$ cat config.mk
export PLATFORM = sky130hd
export DESIGN_NAME = htoa_ctrl
export DESIGN_NICKNAME = d
export VERILOG_FILES = /design/src/rtl/htoa_pkg.sv /design/src/rtl/htoa_ctrl.sv
export SDC_FILE = /design/constraint.sdc
export NUM_CORES = 1
export LEC_CHECK = 0
export CORE_AREA = 4 4 41 43
export DETAILED_ROUTE_END_ITERATION = 16
export DIE_AREA = 0 0 45 47
export DONT_BUFFER_PORTS = 1
export HOLD_SLACK_MARGIN = 0.02
export PLACE_DENSITY = 0.37
export SYNTH_ARGS = -nofsm -noshare
export SYNTH_HDL_FRONTEND = slang
export SYNTH_SLANG_ARGS = --single-unit
$ cat constraint.sdc
create_clock -name clk_i -period 1.1 [get_ports clk_i]
set_input_delay 0.33 -clock clk_i [delete_from_list [all_inputs] [get_ports clk_i]]
set_output_delay 0.33 -clock clk_i [all_outputs]
set_load 0.01 [all_outputs]
$ cat src/rtl/htoa_pkg.sv
package htoa_pkg;

  localparam int unsigned KEY_W   = 32;
  localparam int unsigned DATA_W  = 32;
  localparam int unsigned OP_W    = 3;
  localparam int unsigned SCAN_W  = 11;
  localparam int unsigned SLOT_W  = 10;
  localparam int unsigned USED_W  = 11;

  localparam logic [KEY_W-1:0]  KEY_EMPTY = 32'h0000_0000;
  localparam logic [KEY_W-1:0]  KEY_GONE  = 32'hFFFF_FFFF;
  localparam logic [USED_W-1:0] USED_MAX  = 11'h7FF;

  localparam logic [3:0] MIN_TABLE_BITS   = 4'd6;
  localparam logic [3:0] RESET_TABLE_BITS = 4'd10;

  typedef enum logic [OP_W-1:0] {
    OP_FIND   = 3'd0,
    OP_INSERT = 3'd1,
    OP_DELETE = 3'd2,
    OP_CLEAR  = 3'd3,
    OP_SCAN   = 3'd4
  } op_e;

  typedef enum logic [2:0] {
    ST_FOUND    = 3'd0,
    ST_MISS     = 3'd1,
    ST_INSERTED = 3'd2,
    ST_UPDATED  = 3'd3,
    ST_DELETED  = 3'd4,
    ST_FULL     = 3'd5,
    ST_CLEARED  = 3'd6,
    ST_RESERVED = 3'd7
  } status_e;

  // What the controller does with a freshly offered item.
  typedef enum logic [1:0] {
    KIND_PROBE,
    KIND_SCAN,
    KIND_CLEAR,
    KIND_DIRECT
  } kind_e;

  typedef enum logic [2:0] {
    S_SWEEP_INIT,
    S_IDLE,
    S_HASH_A,
    S_HASH_B,
    S_HASH_C,
    S_PROBE,
    S_CLEAR,
    S_FINISH
  } state_e;

  typedef struct packed {
    logic [OP_W-1:0]   opcode;
    logic [KEY_W-1:0]  key;
    logic [DATA_W-1:0] entry_data;
    logic [SCAN_W-1:0] scan_from;
  } in_item_t;

  typedef struct packed {
    logic [2:0]        status;
    logic [DATA_W-1:0] data_out;
    logic [KEY_W-1:0]  key_out;
    logic [SLOT_W-1:0] slot_index;
    logic [USED_W-1:0] used_count;
  } out_item_t;

  typedef struct packed {
    logic accept;
    logic sweep;
    logic hash_a;
    logic hash_b;
    logic hash_c;
    logic probe;
    logic finish;
  } cmd_t;

  typedef struct packed {
    kind_e kind;
    logic  done;
    logic  sweep_last;
    logic  out_free;
  } stat_t;

endpackage

$ cat src/rtl/htoa_ctrl.sv
module htoa_ctrl (
  input  logic            clk_i,
  input  logic            rst_ni,
  input  logic            in_valid_i,
  output logic            in_stall_o,
  input  htoa_pkg::stat_t stat_i,
  output htoa_pkg::cmd_t  cmd_o
);

  htoa_pkg::state_e state_q, state_d;

  always_ff @(posedge clk_i or negedge rst_ni) begin
    if (!rst_ni) begin
      state_q <= htoa_pkg::S_SWEEP_INIT;
    end else begin
      state_q <= state_d;
    end
  end

  always_comb begin
    state_d = state_q;
    unique case (state_q)
      htoa_pkg::S_SWEEP_INIT: begin
        if (stat_i.sweep_last) state_d = htoa_pkg::S_IDLE;
      end
      htoa_pkg::S_IDLE: begin
        if (in_valid_i) begin
          unique case (stat_i.kind)
            htoa_pkg::KIND_PROBE:  state_d = htoa_pkg::S_HASH_A;
            htoa_pkg::KIND_SCAN:   state_d = htoa_pkg::S_PROBE;
            htoa_pkg::KIND_CLEAR:  state_d = htoa_pkg::S_CLEAR;
            htoa_pkg::KIND_DIRECT: state_d = htoa_pkg::S_FINISH;
            default:               state_d = htoa_pkg::S_FINISH;
          endcase
        end
      end
      htoa_pkg::S_HASH_A: state_d = htoa_pkg::S_HASH_B;
      htoa_pkg::S_HASH_B: state_d = htoa_pkg::S_HASH_C;
      htoa_pkg::S_HASH_C: state_d = htoa_pkg::S_PROBE;
      htoa_pkg::S_PROBE: begin
        if (stat_i.done) state_d = htoa_pkg::S_FINISH;
      end
      htoa_pkg::S_CLEAR: begin
        if (stat_i.sweep_last) state_d = htoa_pkg::S_FINISH;
      end
      htoa_pkg::S_FINISH: begin
        // hold until the output register can take the result
        if (stat_i.out_free) state_d = htoa_pkg::S_IDLE;
      end
      default: state_d = htoa_pkg::S_SWEEP_INIT;
    endcase
  end

  always_comb begin
    cmd_o        = '0;
    cmd_o.accept = (state_q == htoa_pkg::S_IDLE) && in_valid_i;
    cmd_o.sweep  = (state_q == htoa_pkg::S_SWEEP_INIT) || (state_q == htoa_pkg::S_CLEAR);
    cmd_o.hash_a = (state_q == htoa_pkg::S_HASH_A);
    cmd_o.hash_b = (state_q == htoa_pkg::S_HASH_B);
    cmd_o.hash_c = (state_q == htoa_pkg::S_HASH_C);
    cmd_o.probe  = (state_q == htoa_pkg::S_PROBE);
    cmd_o.finish = (state_q == htoa_pkg::S_FINISH);
    in_stall_o   = (state_q != htoa_pkg::S_IDLE);
  end

endmodule

==> results.toml <==
[run_status]
status = "finished, violations left"
violations = "setup timing"

[placement]
port_buffers = 0
pre_cts_ws_ns = -0.09866
gp_congestion = 0.8060
hpwl_um = 592.9

[timing]
setup_violations = 10
final.period_utilization = 1.303
finalHoldViolCount = 0
fin_tns_setup_ns = -2.548
fin_crit_ns = 1.434
layout_setup_ws_ns = -0.3335
hold-worst-slack_ns = 0.1780
fmax_mhz = 697.6
worst_pin_slew_ns = 0.1915
slew_headroom = 0.8722
skew_ns = 0.003913
rsz0062_at_grt = "yes"
drv_slew = 0

[synth]
synth_top_cell_area_share = 0.2752
synth_fp_nets = 40
synth.avg_cell_area_um2 = 8.524
synth_seq_cells = 3
synthMuxAreaShare = 0
ys_seq_area_frac = 0.2752
yosysTopAreaCell = "dfrtp_1"
synth_cell_type_count = 23
synth_commonest_cells = "4 x nor2_1, 3 x dfrtp_1"
synth_warnings = 0
yosysMostFrequentCell = "nor2_1"
synthAdderAreaFrac = 0
synth_top_family_by_area = "simple AND/OR/NAND/NOR gates"
yosys.area_share.simple = 0.4037
synthCells = 32
synthesis.area_um2 = 272.8
synth_xor_area_frac = 0
synth_compound_area_frac = 0.2202
ys.flop_type = "dfrtp_1"
async_flop_share = 1.000
synth-edff-count = 0
ys_top_cells_by_area = "dfrtp_1 28%, a211oi_2 9.2%, nor2_1 5.5%"

[setup_path]
required_ns = 0.77
arrival_ns = 1.10
end_kind = "primary output"
path_class = "register to primary output"
critical_path.max_fanout = 6
startpoint_type = "register"

[clock_tree]
clk_path_buf_depth = 2
cts.htree.levels = 1
clkSinkCount = 3
clk_pin_slew_worst_paths_ns = 0.04
cts_inserted_buffers = 3
cts-root-buf = "clkbuf_4"
cts_tree = "built"
clk_latency_ns = 0.24

[detailed_routing]
ant_nets = 0
drt-total-wl_um = 786
post_drt_wl_per_cell_um = 13.10
drcViolationCount = 0
avgViaCountPerCell = 4.617
vias = 277
drt-pass1-iter-count = 3
drtIter0Drc = 4

[global_routing]
grt_pass1_wl_mm = 1.207
globalRouteMet3Util = 0.05747
global_route.usage.met2 = 0.1243
use_met1 = 0.09361
antenna_found_initial = 0
grt.total_usage = 0.08623
grt.busiest_layer = "met2"
gr-total-overflow = 0
grt_pass1_vias = 276
grt_start_max_net_pins = 8

[flow_run]
maxCapViolCount = 0

[layout]
largest_reg_flops = 3
top_register = "state_q"
area_growth_pct = 67.89
num-fill-cells = 149
nNetsFinal = 54
drive_above_1_share = 0.6889
diodes = 0
reg_top3 = "state_q (3)"

[power]
p_int_uw = 772.0
combPwrFrac = 0.650
switching_share = 0.4005
p_clk_frac = 0.154
powerDensity_nw_per_um2 = 2812
peakVddDrop_uv = 1012
p_leak_uw = 0.0001879
p_sw_uw = 515.8
p_seq_frac = 0.196

[floorplanning]
die_w_um = 45
std_cell_rows = 13
die_area_um2 = 2115
start_util = 0.2096
coreArea_um2 = 1301
num_io_pins = 16
die_y_um = 47

[worst_hold_path]
hold_class = "input pin to register"
## critical path, cell delays in order, from the launching register on
cell and delay [ns]:
dfrtp_2 0.44, or2_4 0.28, a21oi_4 0.15
## power by group through the flow
stage | clock (µW) | combinational [µW] | sequential [µW]
4_1_cts | 207 | 788 | 253
5_1_grt | 221 | 897 | 266
6_report | 199 | 837 | 252
2_1_floorplan | 0 | 560 | 180
3_3_place_gp | 0 | 628 | 238
3_5_place_dp | 0 | 630 | 241
## what timing repair did
action	CTS	global route
resized for setup	12	3
pin swaps	2	4
buffers inserted	2	2
hold buffers	1	0
endpoints found under the setup margin	10	11
hold endpoints to repair	3	0
## placed cells by master, fill, tap and decap left out, types with 2 or more instances in the layout
cell,netlist,layout
nor2_4,0,2
dfrtp_2,0,3
clkbuf_4,0,3
a211oi_2,2,2
buf_6,1,4
o21ai_1,1,2
buf_4,1,7
## logic make-up after synthesis
kind of cell / count (synthesis)
and+or+nand+nor: 17
AOI/OAI and AO/OA: 8
buffers and inverters: 4
DFF: 3
## final timing paths
kind / startpoint / slack, ns / endpoint / cells past startpoint
setup / recovery: state_q[1]$_DFFE_PN0P_ / -0.33 / cmd_o[5] / 2
min in group asynchronous: rst_ni / 0.35 / state_q[1]$_DFFE_PN0P_ / 1
setup reg to reg: state_q[1]$_DFFE_PN0P_ / -0.25 / state_q[0]$_DFFE_PN0P_ / 5
max in group asynchronous: rst_ni / 0.58 / state_q[2]$_DFFE_PN0P_ / 1
hold / removal: stat_i[0] / 0.18 / state_q[2]$_DFFE_PN0P_ / 1
hold reg to reg: state_q[1]$_DFFE_PN0P_ / 0.61 / state_q[0]$_DFFE_PN0P_ / 2
## layout make-up
| class | count | area [µm²] | area share |
|---|---|---|---|
| clock buffer | 4 | 26.28 | 0.05738 |
| multi-input combinational | 25 | 222.7 | 0.4863 |
| sequential | 3 | 78.83 | 0.1721 |
| tap | 15 | 18.77 | 0.04098 |
| inverter | 1 | 3.754 | 0.008197 |
| timing repair buffer | 12 | 107.6 | 0.2350 |
## layer usage
layer	part of all wire	wire [µm]
met1	0.41	323
met2	0.51	397
met4	0.015	12
met5	0	0
met3	0.066	52
## per-stage QoR
step	area (µm²)	power, µW	utilization	instances
6_report	457.9	1288	0.3519	60
4_1_cts	435.4	1248	0.3346	58
3_3_place_gp	346.6	866.7	0.2663	51
3_5_place_dp	346.6	871.0	0.2663	51
2_1_floorplan	305.3	739.6	-	32
5_1_grt	457.9	1384	0.3519	60
Power figures use the tool's default switching activity.
